==> config.mk <==
export PLATFORM = sky130hd
export DESIGN_NAME = kway_log_merge_indexer
export DESIGN_NICKNAME = d
export VERILOG_FILES = /design/src/rtl/kwlm_pkg.sv /design/src/rtl/kwlm_front.sv /design/src/rtl/kwlm_back.sv /design/src/rtl/kway_log_merge_indexer.sv
export SDC_FILE = /design/constraint.sdc
export NUM_CORES = 2
export LEC_CHECK = 0
export BUFFER_PORTS_ARGS = -buffer_cell sky130_fd_sc_hd__buf_2
export CELL_PAD_IN_SITES_DETAIL_PLACEMENT = 0
export CELL_PAD_IN_SITES_GLOBAL_PLACEMENT = 1
export CORE_MARGIN = 10
export CORE_UTILIZATION = 55
export DETAILED_ROUTE_END_ITERATION = 12
export PLACE_DENSITY = 0.77
export SYNTH_ARGS = -nofsm -noshare
export SYNTH_HDL_FRONTEND = slang
export SYNTH_HIERARCHICAL = 1
export SYNTH_SLANG_ARGS = --single-unit
==> constraint.sdc <==
create_clock -name i_clk -period 16.4 [get_ports i_clk]
set_clock_uncertainty 0.2 [all_clocks]
set_input_delay 1.64 -clock i_clk [delete_from_list [all_inputs] [get_ports i_clk]]
set_output_delay 1.64 -clock i_clk [all_outputs]
set_load 0.02 [all_outputs]
==> src/rtl/kwlm_pkg.sv <==
`timescale 1ns / 1ps

package kwlm_pkg;

    localparam int MAX_THREADS_DEF = 16;
    localparam int OBJ_W           = 16;
    localparam int VER_W           = 32;
    localparam int MOP_W           = 32;
    localparam int TID_W           = 4;
    localparam int KIND_W          = 3;
    localparam int CNT_W           = 32;
    localparam int TC_W            = 5;
    localparam int OC_W            = 17;
    localparam int CFG_IDX_W       = 2;
    localparam int CFG_DATA_W      = 17;

    localparam logic CMD_ENTRY = 1'b0;
    localparam logic CMD_END   = 1'b1;

    localparam logic [CFG_IDX_W-1:0] CFG_THREAD_COUNT = 2'd0;
    localparam logic [CFG_IDX_W-1:0] CFG_OBJECT_COUNT = 2'd1;

    typedef enum logic [KIND_W-1:0] {
        KIND_ENTRY = 3'd0,
        KIND_START = 3'd1,
        KIND_COUNT = 3'd2,
        KIND_GAP   = 3'd3,
        KIND_NONE  = 3'd4
    } t_kind;

    typedef enum logic [3:0] {
        ST_IDLE,
        ST_CHECK,
        ST_SCAN,
        ST_DECIDE,
        ST_COUNT,
        ST_GAP,
        ST_START,
        ST_ENTRY,
        ST_TCOUNT,
        ST_TGAP,
        ST_NONE
    } t_state;

    typedef struct packed {
        logic             cmd;
        logic [TID_W-1:0] tid;
        logic [OBJ_W-1:0] obj;
        logic [VER_W-1:0] ver;
        logic [MOP_W-1:0] mop;
    } t_item;

    typedef struct packed {
        t_kind            kind;
        logic [TID_W-1:0] thr;
        logic [VER_W-1:0] ver;
        logic [MOP_W-1:0] mop;
        logic [OBJ_W-1:0] first;
        logic [OBJ_W-1:0] lst;
        logic [CNT_W-1:0] idx;
        logic             fin;
    } t_rec;

endpackage

==> src/rtl/kwlm_front.sv <==
`timescale 1ns / 1ps

module kwlm_front #(
    parameter int MAX_THREADS = kwlm_pkg::MAX_THREADS_DEF
) (
    input  logic                                   i_clk,
    input  logic                                   i_rst_n,
    input  logic [$clog2(MAX_THREADS+1)-1:0]       i_nt,
    input  logic                                   i_valid,
    input  kwlm_pkg::t_item                        i_item,
    output logic                                   o_stall,
    output logic                                   o_q_valid,
    output kwlm_pkg::t_item                        o_q_item,
    input  logic                                   i_q_pop
);

    localparam int CW = $clog2(MAX_THREADS+1);
    localparam int XW = (CW > kwlm_pkg::TID_W) ? CW : kwlm_pkg::TID_W;

    kwlm_pkg::t_item r_mem [2];
    logic       r_wptr, r_rptr;
    logic [1:0] r_cnt;
    logic       in_range, push;

    // items for threads outside the live set change nothing: drop them here
    assign in_range  = XW'(i_item.tid) < XW'(i_nt);
    assign o_stall   = (r_cnt == 2'd2);
    assign push      = i_valid && !o_stall && in_range;
    assign o_q_valid = (r_cnt != 2'd0);
    assign o_q_item  = r_mem[r_rptr];

    always_ff @(posedge i_clk) begin
        if (!i_rst_n) begin
            r_wptr <= 1'b0;
            r_rptr <= 1'b0;
            r_cnt  <= 2'd0;
        end else begin
            if (push) r_wptr <= !r_wptr;
            if (i_q_pop) r_rptr <= !r_rptr;
            r_cnt <= r_cnt + 2'(push) - 2'(i_q_pop);
        end
    end

    always_ff @(posedge i_clk) begin
        if (push) r_mem[r_wptr] <= i_item;
    end

endmodule

==> src/rtl/kwlm_back.sv <==
`timescale 1ns / 1ps

module kwlm_back #(
    parameter int MAX_THREADS = kwlm_pkg::MAX_THREADS_DEF
) (
    input  logic                                   i_clk,
    input  logic                                   i_rst_n,
    input  logic [$clog2(MAX_THREADS+1)-1:0]       i_nt,
    input  logic [kwlm_pkg::OC_W-1:0]              i_object_count,
    input  logic                                   i_q_valid,
    input  kwlm_pkg::t_item                        i_q_item,
    output logic                                   o_q_pop,
    output logic                                   o_valid,
    output kwlm_pkg::t_rec                         o_rec,
    input  logic                                   i_stall
);

    localparam int CW = $clog2(MAX_THREADS+1);
    localparam int TW = (MAX_THREADS > 1) ? $clog2(MAX_THREADS) : 1;
    localparam int OW = kwlm_pkg::OBJ_W;
    localparam int NW = kwlm_pkg::CNT_W;

    kwlm_pkg::t_state r_state, n_state;

    logic [MAX_THREADS-1:0] r_hvalid, r_hended;
    logic [OW-1:0]              r_hobj [MAX_THREADS];
    logic [kwlm_pkg::VER_W-1:0] r_hver [MAX_THREADS];
    logic [kwlm_pkg::MOP_W-1:0] r_hmop [MAX_THREADS];

    logic [TW-1:0]              r_idx, r_best;
    logic                       r_found;
    logic [OW-1:0]              r_bobj;
    logic [kwlm_pkg::VER_W-1:0] r_bver;
    logic [kwlm_pkg::MOP_W-1:0] r_bmop;

    logic [OW-1:0] r_prev;
    logic          r_present;
    logic [NW-1:0] r_total, r_start;

    logic            r_out_valid;
    kwlm_pkg::t_rec  r_out, n_out;
    logic            load, out_free, clear;

    logic [MAX_THREADS-1:0] live;
    logic          all_ready, any_valid, better, scan_done, tail, gap_after;
    logic [TW-1:0] widx;
    logic [OW:0]   prev_inc, limit;

    always_comb begin
        for (int i = 0; i < MAX_THREADS; i++) begin
            live[i] = (CW'(i) < i_nt);
        end
    end

    assign all_ready = &(~live | r_hvalid | r_hended);
    assign any_valid = |(live & r_hvalid);
    assign widx      = TW'(i_q_item.tid);

    assign better = r_hvalid[r_idx] && (!r_found || r_hobj[r_idx] < r_bobj ||
                    (r_hobj[r_idx] == r_bobj && r_hver[r_idx] < r_bver));
    assign scan_done = (CW'(r_idx) == i_nt - CW'(1));

    assign prev_inc  = {1'b0, r_prev} + (OW+1)'(1);
    assign limit     = (i_object_count > kwlm_pkg::OC_W'(1 << OW)) ?
                       (OW+1)'(1 << OW) : (OW+1)'(i_object_count);
    assign tail      = prev_inc < limit;
    assign gap_after = {1'b0, r_bobj} > prev_inc;

    assign out_free = !r_out_valid || !i_stall;
    assign o_valid  = r_out_valid;
    assign o_rec    = r_out;

    // next state
    always_comb begin
        n_state = r_state;
        unique case (r_state)
            kwlm_pkg::ST_IDLE:   if (i_q_valid) n_state = kwlm_pkg::ST_CHECK;
            kwlm_pkg::ST_CHECK: begin
                if (!all_ready)     n_state = kwlm_pkg::ST_IDLE;
                else if (any_valid) n_state = kwlm_pkg::ST_SCAN;
                else if (r_present) n_state = kwlm_pkg::ST_TCOUNT;
                else                n_state = kwlm_pkg::ST_NONE;
            end
            kwlm_pkg::ST_SCAN:   if (scan_done) n_state = kwlm_pkg::ST_DECIDE;
            kwlm_pkg::ST_DECIDE: begin
                if (!r_present)
                    n_state = (r_bobj != '0) ? kwlm_pkg::ST_GAP : kwlm_pkg::ST_START;
                else
                    n_state = (r_bobj != r_prev) ? kwlm_pkg::ST_COUNT : kwlm_pkg::ST_ENTRY;
            end
            kwlm_pkg::ST_COUNT:
                if (out_free) n_state = gap_after ? kwlm_pkg::ST_GAP : kwlm_pkg::ST_START;
            kwlm_pkg::ST_GAP:    if (out_free) n_state = kwlm_pkg::ST_START;
            kwlm_pkg::ST_START:  if (out_free) n_state = kwlm_pkg::ST_ENTRY;
            kwlm_pkg::ST_ENTRY:  if (out_free) n_state = kwlm_pkg::ST_IDLE;
            kwlm_pkg::ST_TCOUNT:
                if (out_free) n_state = tail ? kwlm_pkg::ST_TGAP : kwlm_pkg::ST_IDLE;
            kwlm_pkg::ST_TGAP:   if (out_free) n_state = kwlm_pkg::ST_IDLE;
            kwlm_pkg::ST_NONE:   if (out_free) n_state = kwlm_pkg::ST_IDLE;
            default:             n_state = kwlm_pkg::ST_IDLE;
        endcase
    end

    // outputs of the sequencer
    always_comb begin
        n_out   = '0;
        load    = 1'b0;
        o_q_pop = 1'b0;
        unique case (r_state)
            kwlm_pkg::ST_IDLE: o_q_pop = i_q_valid;
            kwlm_pkg::ST_COUNT, kwlm_pkg::ST_TCOUNT: begin
                load        = out_free;
                n_out.kind  = kwlm_pkg::KIND_COUNT;
                n_out.first = r_prev;
                n_out.idx   = r_total - r_start;
                n_out.fin   = (r_state == kwlm_pkg::ST_TCOUNT) && !tail;
            end
            kwlm_pkg::ST_GAP: begin
                load        = out_free;
                n_out.kind  = kwlm_pkg::KIND_GAP;
                n_out.first = r_present ? OW'(prev_inc) : '0;
                n_out.lst   = r_bobj - OW'(1);
            end
            kwlm_pkg::ST_TGAP: begin
                load        = out_free;
                n_out.kind  = kwlm_pkg::KIND_GAP;
                n_out.first = OW'(prev_inc);
                n_out.lst   = OW'(limit - (OW+1)'(1));
                n_out.fin   = 1'b1;
            end
            kwlm_pkg::ST_START: begin
                load        = out_free;
                n_out.kind  = kwlm_pkg::KIND_START;
                n_out.first = r_bobj;
                n_out.idx   = r_total;
            end
            kwlm_pkg::ST_ENTRY: begin
                load       = out_free;
                n_out.kind = kwlm_pkg::KIND_ENTRY;
                n_out.thr  = kwlm_pkg::TID_W'(r_best);
                n_out.ver  = r_bver;
                n_out.mop  = r_bmop;
            end
            kwlm_pkg::ST_NONE: begin
                load       = out_free;
                n_out.kind = kwlm_pkg::KIND_NONE;
                n_out.fin  = 1'b1;
            end
            default: ;
        endcase
    end

    assign clear = load && n_out.fin;

    always_ff @(posedge i_clk) begin
        if (!i_rst_n) begin
            r_state     <= kwlm_pkg::ST_IDLE;
            r_hvalid    <= '0;
            r_hended    <= '0;
            r_prev      <= '0;
            r_present   <= 1'b0;
            r_total     <= '0;
            r_start     <= '0;
            r_out_valid <= 1'b0;
            r_found     <= 1'b0;
            r_idx       <= '0;
        end else begin
            r_state <= n_state;
            if (load) r_out_valid <= 1'b1;
            else if (!i_stall) r_out_valid <= 1'b0;

            if (o_q_pop && !r_hvalid[widx] && !r_hended[widx]) begin
                if (i_q_item.cmd == kwlm_pkg::CMD_END) r_hended[widx] <= 1'b1;
                else                                   r_hvalid[widx] <= 1'b1;
            end
            if (r_state == kwlm_pkg::ST_CHECK) begin
                r_idx   <= '0;
                r_found <= 1'b0;
            end
            if (r_state == kwlm_pkg::ST_SCAN) begin
                r_idx <= r_idx + TW'(1);
                if (better) r_found <= 1'b1;
            end
            if (load && r_state == kwlm_pkg::ST_START) begin
                r_start   <= r_total;
                r_prev    <= r_bobj;
                r_present <= 1'b1;
            end
            if (load && r_state == kwlm_pkg::ST_ENTRY) begin
                if (r_total != '1) r_total <= r_total + NW'(1);
                r_hvalid[r_best] <= 1'b0;
            end
            if (clear) begin
                r_hvalid  <= '0;
                r_hended  <= '0;
                r_prev    <= '0;
                r_present <= 1'b0;
                r_total   <= '0;
                r_start   <= '0;
            end
        end
    end

    always_ff @(posedge i_clk) begin
        // a thread that holds a head or has ended keeps its head untouched
        if (o_q_pop && i_q_item.cmd == kwlm_pkg::CMD_ENTRY &&
                !r_hvalid[widx] && !r_hended[widx]) begin
            r_hobj[widx] <= i_q_item.obj;
            r_hver[widx] <= i_q_item.ver;
            r_hmop[widx] <= i_q_item.mop;
        end
        if (r_state == kwlm_pkg::ST_SCAN && better) begin
            r_best <= r_idx;
            r_bobj <= r_hobj[r_idx];
            r_bver <= r_hver[r_idx];
            r_bmop <= r_hmop[r_idx];
        end
        if (load) r_out <= n_out;
    end

endmodule

==> src/rtl/kway_log_merge_indexer.sv <==
`timescale 1ns / 1ps

// K-way merge of per-thread logs sorted by (object, version), with an
// object index built on the fly. The input side takes one transfer per cycle
// into a two-entry queue, unless the queue is full; items for threads at or
// above the effective thread count are dropped there. The back end pops one
// queued item at a time. When every live thread holds a head or has ended, it
// scans the heads one thread per cycle and then sends 1 to 4 records (count,
// empty range, start, entry). Closing a merge sends 1 or 2 records, the final
// one with last set, after which the head and index state is cleared.
// thread_count and object_count are to be written only while the block is
// idle.
module kway_log_merge_indexer #(
    parameter int MAX_THREADS = kwlm_pkg::MAX_THREADS_DEF
) (
    input  logic                              i_clk,
    input  logic                              i_rst_n,
    input  logic                              i_cfg_we,
    input  logic [kwlm_pkg::CFG_IDX_W-1:0]    i_cfg_idx,
    input  logic [kwlm_pkg::CFG_DATA_W-1:0]   i_cfg_data,
    input  logic                              i_valid,
    output logic                              o_stall,
    input  logic                              i_cmd,
    input  logic [kwlm_pkg::TID_W-1:0]        i_thread_id,
    input  logic [kwlm_pkg::OBJ_W-1:0]        i_object_id,
    input  logic [kwlm_pkg::VER_W-1:0]        i_version,
    input  logic [kwlm_pkg::MOP_W-1:0]        i_memop,
    output logic                              o_valid,
    input  logic                              i_stall,
    output logic [kwlm_pkg::KIND_W-1:0]       o_kind,
    output logic [kwlm_pkg::TID_W-1:0]        o_source_thread,
    output logic [kwlm_pkg::VER_W-1:0]        o_out_version,
    output logic [kwlm_pkg::MOP_W-1:0]        o_out_memop,
    output logic [kwlm_pkg::OBJ_W-1:0]        o_range_first,
    output logic [kwlm_pkg::OBJ_W-1:0]        o_range_last,
    output logic [kwlm_pkg::CNT_W-1:0]        o_index_value,
    output logic                              o_last
);

    localparam int CW = $clog2(MAX_THREADS+1);
    localparam int XW = (CW > kwlm_pkg::TC_W) ? CW : kwlm_pkg::TC_W;

    logic [kwlm_pkg::TC_W-1:0] r_tc;
    logic [kwlm_pkg::OC_W-1:0] r_oc;
    logic [CW-1:0]             nt;

    kwlm_pkg::t_item in_item, q_item;
    kwlm_pkg::t_rec  rec;
    logic            q_valid, q_pop;

    always_ff @(posedge i_clk) begin
        if (!i_rst_n) begin
            r_tc <= kwlm_pkg::TC_W'(1);
            r_oc <= '0;
        end else if (i_cfg_we) begin
            unique case (i_cfg_idx)
                kwlm_pkg::CFG_THREAD_COUNT: r_tc <= i_cfg_data[kwlm_pkg::TC_W-1:0];
                kwlm_pkg::CFG_OBJECT_COUNT: r_oc <= i_cfg_data[kwlm_pkg::OC_W-1:0];
                default: ;
            endcase
        end
    end

    // effective thread count, clamped to 1..MAX_THREADS
    always_comb begin
        if (r_tc == '0)
            nt = CW'(1);
        else if (XW'(r_tc) > XW'(MAX_THREADS))
            nt = CW'(MAX_THREADS);
        else
            nt = CW'(r_tc);
    end

    assign in_item = '{cmd: i_cmd, tid: i_thread_id, obj: i_object_id,
                       ver: i_version, mop: i_memop};

    kwlm_front #(.MAX_THREADS(MAX_THREADS)) u_front (
        .i_clk     (i_clk),
        .i_rst_n   (i_rst_n),
        .i_nt      (nt),
        .i_valid   (i_valid),
        .i_item    (in_item),
        .o_stall   (o_stall),
        .o_q_valid (q_valid),
        .o_q_item  (q_item),
        .i_q_pop   (q_pop)
    );

    kwlm_back #(.MAX_THREADS(MAX_THREADS)) u_back (
        .i_clk          (i_clk),
        .i_rst_n        (i_rst_n),
        .i_nt           (nt),
        .i_object_count (r_oc),
        .i_q_valid      (q_valid),
        .i_q_item       (q_item),
        .o_q_pop        (q_pop),
        .o_valid        (o_valid),
        .o_rec          (rec),
        .i_stall        (i_stall)
    );

    assign o_kind          = rec.kind;
    assign o_source_thread = rec.thr;
    assign o_out_version   = rec.ver;
    assign o_out_memop     = rec.mop;
    assign o_range_first   = rec.first;
    assign o_range_last    = rec.lst;
    assign o_index_value   = rec.idx;
    assign o_last          = rec.fin;

    a_last_kind: assert property (@(posedge i_clk) disable iff (!i_rst_n)
        o_valid && o_last |-> o_kind == kwlm_pkg::KIND_COUNT ||
        o_kind == kwlm_pkg::KIND_GAP || o_kind == kwlm_pkg::KIND_NONE)
        else $error("last flag on a record that cannot close a merge");

    a_none_last: assert property (@(posedge i_clk) disable iff (!i_rst_n)
        o_valid && o_kind == kwlm_pkg::KIND_NONE |-> o_last)
        else $error("no-entries record without last");

    a_entry_clean: assert property (@(posedge i_clk) disable iff (!i_rst_n)
        o_valid && o_kind == kwlm_pkg::KIND_ENTRY |->
        o_index_value == '0 && o_range_first == '0 && o_range_last == '0)
        else $error("merged entry carries index fields");

endmodule
* Word-level counts from Yosys, hierarchy flattened *
Memory sizes are Yosys's and may differ from the RTL's. A register that Yosys moved wholly into a read port is not among the register bits.
Index checks and enable logic that the tools add are counted.

word-level totals
  register bits after elaboration = 337
  latch bits = 0
  memory bits (writable) = 1,450
  ROM bits = 0
  input bits = 109
  output and inout port bits = 138
  word-level logic and storage cells = 206
  memories = 4

operators by class
  $add $sub $neg = 9
  $mul = 0
  divide/modulo/power cells = 0
  magnitude comparators = 28
  equality and inequality tests = 24
  shift-type cells = 0
  multiplexer cells = 58
  bitwise operators = 10
  reduce and logical (&&, ||, !) cells = 47

memories
  name           words  bits a word  read ports  clocked after Yosys merged registers in  write ports  RTL line          source
  u_back.r_hmop  16     32           1           1                                        1            kwlm_back.sv:28   logic [kwlm_pkg::MOP_W-1:0] r_hmop [MAX_THREADS];
  u_back.r_hver  16     32           1           1                                        1            kwlm_back.sv:27   logic [kwlm_pkg::VER_W-1:0] r_hver [MAX_THREADS];
  u_back.r_hobj  16     16           1           1                                        1            kwlm_back.sv:26   logic [OW-1:0] r_hobj [MAX_THREADS];
  u_front.r_mem  2      85           1           1                                        1            kwlm_front.sv:20  kwlm_pkg::t_item r_mem [2];

operator list
  operator                                                               count
  16-bit 2-to-1 mux                                                      5
  4-bit 2-to-1 mux                                                       17
  16-bit bitwise OR                                                      4
  16-bit case mux with 4 select lines                                    1
  32-bit case mux with 2 select lines                                    1
  4-bit by 5-bit < comparator with 1-bit output, first input constant    8
  4-bit case mux with 9 select lines                                     1
  32-bit by 1-bit adder with 32-bit output, second input constant        1
  16-bit AND                                                             2
  32-bit < comparator                                                    1
  32-bit inequality test, second input constant                          1
  16-bit NOT                                                             2
  16-bit case mux with 2 select lines                                    1
  16-bit by 1-bit subtractor with 16-bit output, second input constant   2
  32-bit subtractor                                                      1
  3-bit by 5-bit < comparator with 1-bit output, first input constant    4
  1-bit 2-to-1 mux                                                       18
  16-bit by 1-bit adder with 17-bit output, second input constant        1
  16-bit by 17-bit greater-than comparator with 1-bit output             1
  17-bit greater-than comparator, second input constant                  1
  17-bit < comparator                                                    1
  17-bit 2-to-1 mux                                                      1
  16-bit equality test                                                   1
  4-bit by 3-bit equality test with 1-bit output, second input constant  4
  other kinds (41)                                                       96

* Longest topological paths before layout *
  depth in word-level cells = 10
  gate-level depth with buffers = 20
  depth with buffers taken out = 18

* Cells and area by module *
Netlist, hierarchy kept.

by module, submodules not included
  module                  times used  cells an instance  area each (µm²)
  kwlm_back               1           3,646              66,112.2
  kwlm_front              1           307                6,515.0
  kway_log_merge_indexer  1           100                920.9

* Least setup slack after synthesis *
No wires, ideal clock.

  path kind = reg2reg
  from = register with a tool-made name
  to = register u_back.r_hvalid[0]
  setup time = 0.088 ns
  data arrival time = 8.396 ns
  slack = 7.716 ns
  stages on the path, launching flop included = 14
  path buffers = 4
  cells stage by stage = dfxtp_1 > buf_4 > buf_6 > mux2_2 > clkbuf_1 > clkbuf_1 > a21oi_1 > mux2i_1 > o22ai_1 > nor4_1 > nand2_1 > nor3_1 > o32ai_1 > nor2_1

RTL lines
  item                             RTL line          source
  to (signal assigned)             kwlm_back.sv:158  r_hvalid <= '0;
  to (signal, indexed assignment)  kwlm_back.sv:174  else r_hvalid[widx] <= 1'b1;
  to (signal, indexed assignment)  kwlm_back.sv:191  r_hvalid[r_best] <= 1'b0;
  to (decl)                        kwlm_back.sv:25   logic [MAX_THREADS-1:0] r_hvalid, r_hended;

==> metrics.yaml <==
status:
  status: "finished clean"
drt:
  drt_pre_antenna_iters: 6
  routed_wl_microns: 173000
  antenna_left: 0
  num_vias: 38500
  wl_per_cell_microns: 27.6
  drc: 0
  drt_iter0_drc: 3859
  via_per_inst: 6.13
grt:
  gr-usage-all-layers: 0.233
  busiest_layer: "met2"
  met3_usage: 0.0383
  grt_pass1_vias: 38600
  grt.overflow.total: 0
  use_met1: 0.326
  grt_max_degree: 117
  grt_pass1_wl_microns: 256000
  grtUsageMet2: 0.383
  antenna_found_initial: 5
finish:
  drive_gt1_frac: 0.246
  layout_commonest_cell: "edfxtp_1"
  final_util: 0.621
  finalNonFillerCells: 6274
  layout_common_cells: "edfxtp_1 (1670), mux4_2 (406), buf_2 (246)"
  fin_nets: 4581
  diodes: 0
  syn2layout_area_growth_pct: 12.5
critical_path:
  r2r_cells: 13
  worst_path_max_delay_cell: "buf_4"
  critPathRequiredTime_ns: 16.60
  worstPathArrival_ns: 6.85
  path_cells: "buf_4 -> buf_4 -> mux4_2 -> mux4_2 -> ha_1 -> nand4_1 -> a221oi_1 -> a211oi_2 -> nor4_1 -> o21ai_1 -> a311oi_1 -> o31ai_4 -> buf_4"
  cp.depth: 13
  critical_path_class: "reg2reg"
  slowest_delay_ns: 0.89
  cpMostUsedCell: "buf_4"
  path_delay_family: "buffers and inverters"
  crit_fanout: 71
  crit_buf_inv: 3
  end_kind: "flip-flop"
  start_kind: "flip-flop"
job:
  maxCapViolations: 0
timing:
  tns_ns: 0
  tightest_slew_ns: 1.06
  period_share: 0.406
  drv_slew: 0
  hold_viol_final: 0
  maxSlewHeadroom: 0.292
  setup_viol: 0
  max_freq_mhz: 150
  finalWorstSetupSlack_ns: 9.75
  rsz0062_at_grt: "false"
  fin_crit_ns: 6.65
synth:
  syn_inst: 4053
  ys_types: 81
  avgSynthCellArea_sq_um: 18.1
  synth-edff-count: 1670
  ys_ff_latch: 1824
  yosysWarnings: 6
  synth_ff_type: "edfxtp_1"
  ys_seq_area_frac: 0.724
  syn_nets: 4284
  syn-cell-area_sq_um: 73500
  async_flop_share: 0
pwr:
  cellLeakagePower_nw: 26.8
  powerDensity_nw_per_um2: 136
  peakVddDrop_mv: 0.123
  power_mw: 11.2
placement:
  portBuffers: 246
  pre_cts_ws_ns: 9.68
  dp_hpwl_microns: 99100
  gp_congestion: 0.875
  dpl.cell_count: 5936
hold_path:
  hp-class: "reg2reg"
  hold_path_depth: 2
die:
  core_area_sq_um: 133000
  rows: 134
  dieArea_sq_um: 149000
  ios: 247
  start_util: 0.552
  die_h_microns: 386
  die_w_microns: 386
cts:
  cts.clk_slew.worst_paths_ns: 0.06
  cts_hold_buf: 0
  worstSkewPairLatency_ns: 0.83
  cts_setup_buffers: 0
  cts_tree: "done"
  cts_buffers: 180
  clockRootBuffer: "clkbuf_16"
  clk_path_buf_depth: 3
  clock_sinks: 1824
  htreeDepth: 4
  cts_resized: 0
==> tightest hold or removal path, delay by kind of cell, from the launching register on <==
| kind | cells | cell delay (ns) |
|---|---|---|
| flops | 1 | 0.31 |
| compound gates | 1 | 0.05 |
| simple gates | 1 | 0.05 |
==> through the flow <==
stage          hold WS (ns)  area (sq um)
3_5_place_dp          0.246         76900
6_report              0.253         82700
2_1_floorplan         0.206         73500
3_3_place_gp          0.242         76900
5_1_grt               0.269         82700
4_1_cts               0.254         82700
==> final timing paths <==
kind,start,endpoint,slack [ns]
min,u_back/r_start[13]$_SDFFE_PP0P_,u_back/r_start[13]$_SDFFE_PP0P_,0.25
min reg2reg,u_back/r_start[13]$_SDFFE_PP0P_,u_back/r_start[13]$_SDFFE_PP0P_,0.25
max reg2reg,flip-flop,u_back/r_best[3]$_DFFE_PP_,9.75
max,flip-flop,u_back/r_best[3]$_DFFE_PP_,9.75
==> area by class of cell <==
class / count / area, sq um
Sequential cell: 1824 / 53300
Tap cell: 1768 / 2210
Multi-Input combinational cell: 1903 / 19200
Clock inverter: 100 / 991
Fill cell: 9407 / 50400
Inverter: 129 / 484
Timing Repair Buffer: 312 / 1750
Clock buffer: 238 / 4840
==> where the power goes <==
group          switching (mW)  total, mW  internal, mW
registers               0.112       5.62          5.50
logic                   0.989       1.58         0.595
clock network            1.76       4.03          2.27
total                    2.86       11.2          8.37
==> synthesized netlist by cell type (all sizes together) (28+ instances only) <==
cell,n,area share
mux2,86,0.013
nand2,208,0.011
clkbuf,135,0.0069
inv,128,0.0065
and2,83,0.0071
a21oi,149,0.010
a21o,43,0.0044
xnor2,42,0.0050
ha,121,0.021
mux4,408,0.13
buf,62,0.0044
dfxtp,154,0.042
nand4,33,0.0029
xor2,60,0.0071
nor2b,33,0.0029
nor3,28,0.0019
o21ai,103,0.0071
edfxtp,1670,0.68
nor2,180,0.0092
nand3,86,0.0059
==> registers in the layout (all words and copies together), names as in the netlist, 5 cells and up, named ones only <==
| signal | flops |
|---|---|
| u_back/r_bver | 32 |
| u_back/r_bmop | 32 |
| u_back/r_hvalid | 16 |
| u_front/r_mem | 170 |
| u_back/o_rec | 136 |
| u_back/r_total | 32 |
| u_back/r_prev | 16 |
| u_back/r_hobj | 256 |
| u_back/r_hver | 512 |
| u_back/r_bobj | 16 |
| u_back/r_hmop | 512 |
| u_back/r_start | 32 |
| r_tc | 5 |
| r_oc | 17 |
| u_back/r_hended | 16 |
==> per-layer routing <==
layer / up-vias / wire length (microns)
met5: - / 0
met1: 20100 / 71300
met4: 0 / 3740
li1: 16700 / -
met3: 231 / 12100
met2: 1503 / 85900
==> logic make-up after synthesis <==
family,after synthesis,share of synthesized area
flops,1824,0.724
simple gates,732,0.0481
mux,518,0.141
compound gates,428,0.0357
buf+inv,326,0.0178
fa+ha+maj,123,0.0210
xor+xnor,102,0.0121
(Power assumes the default switching activity.)
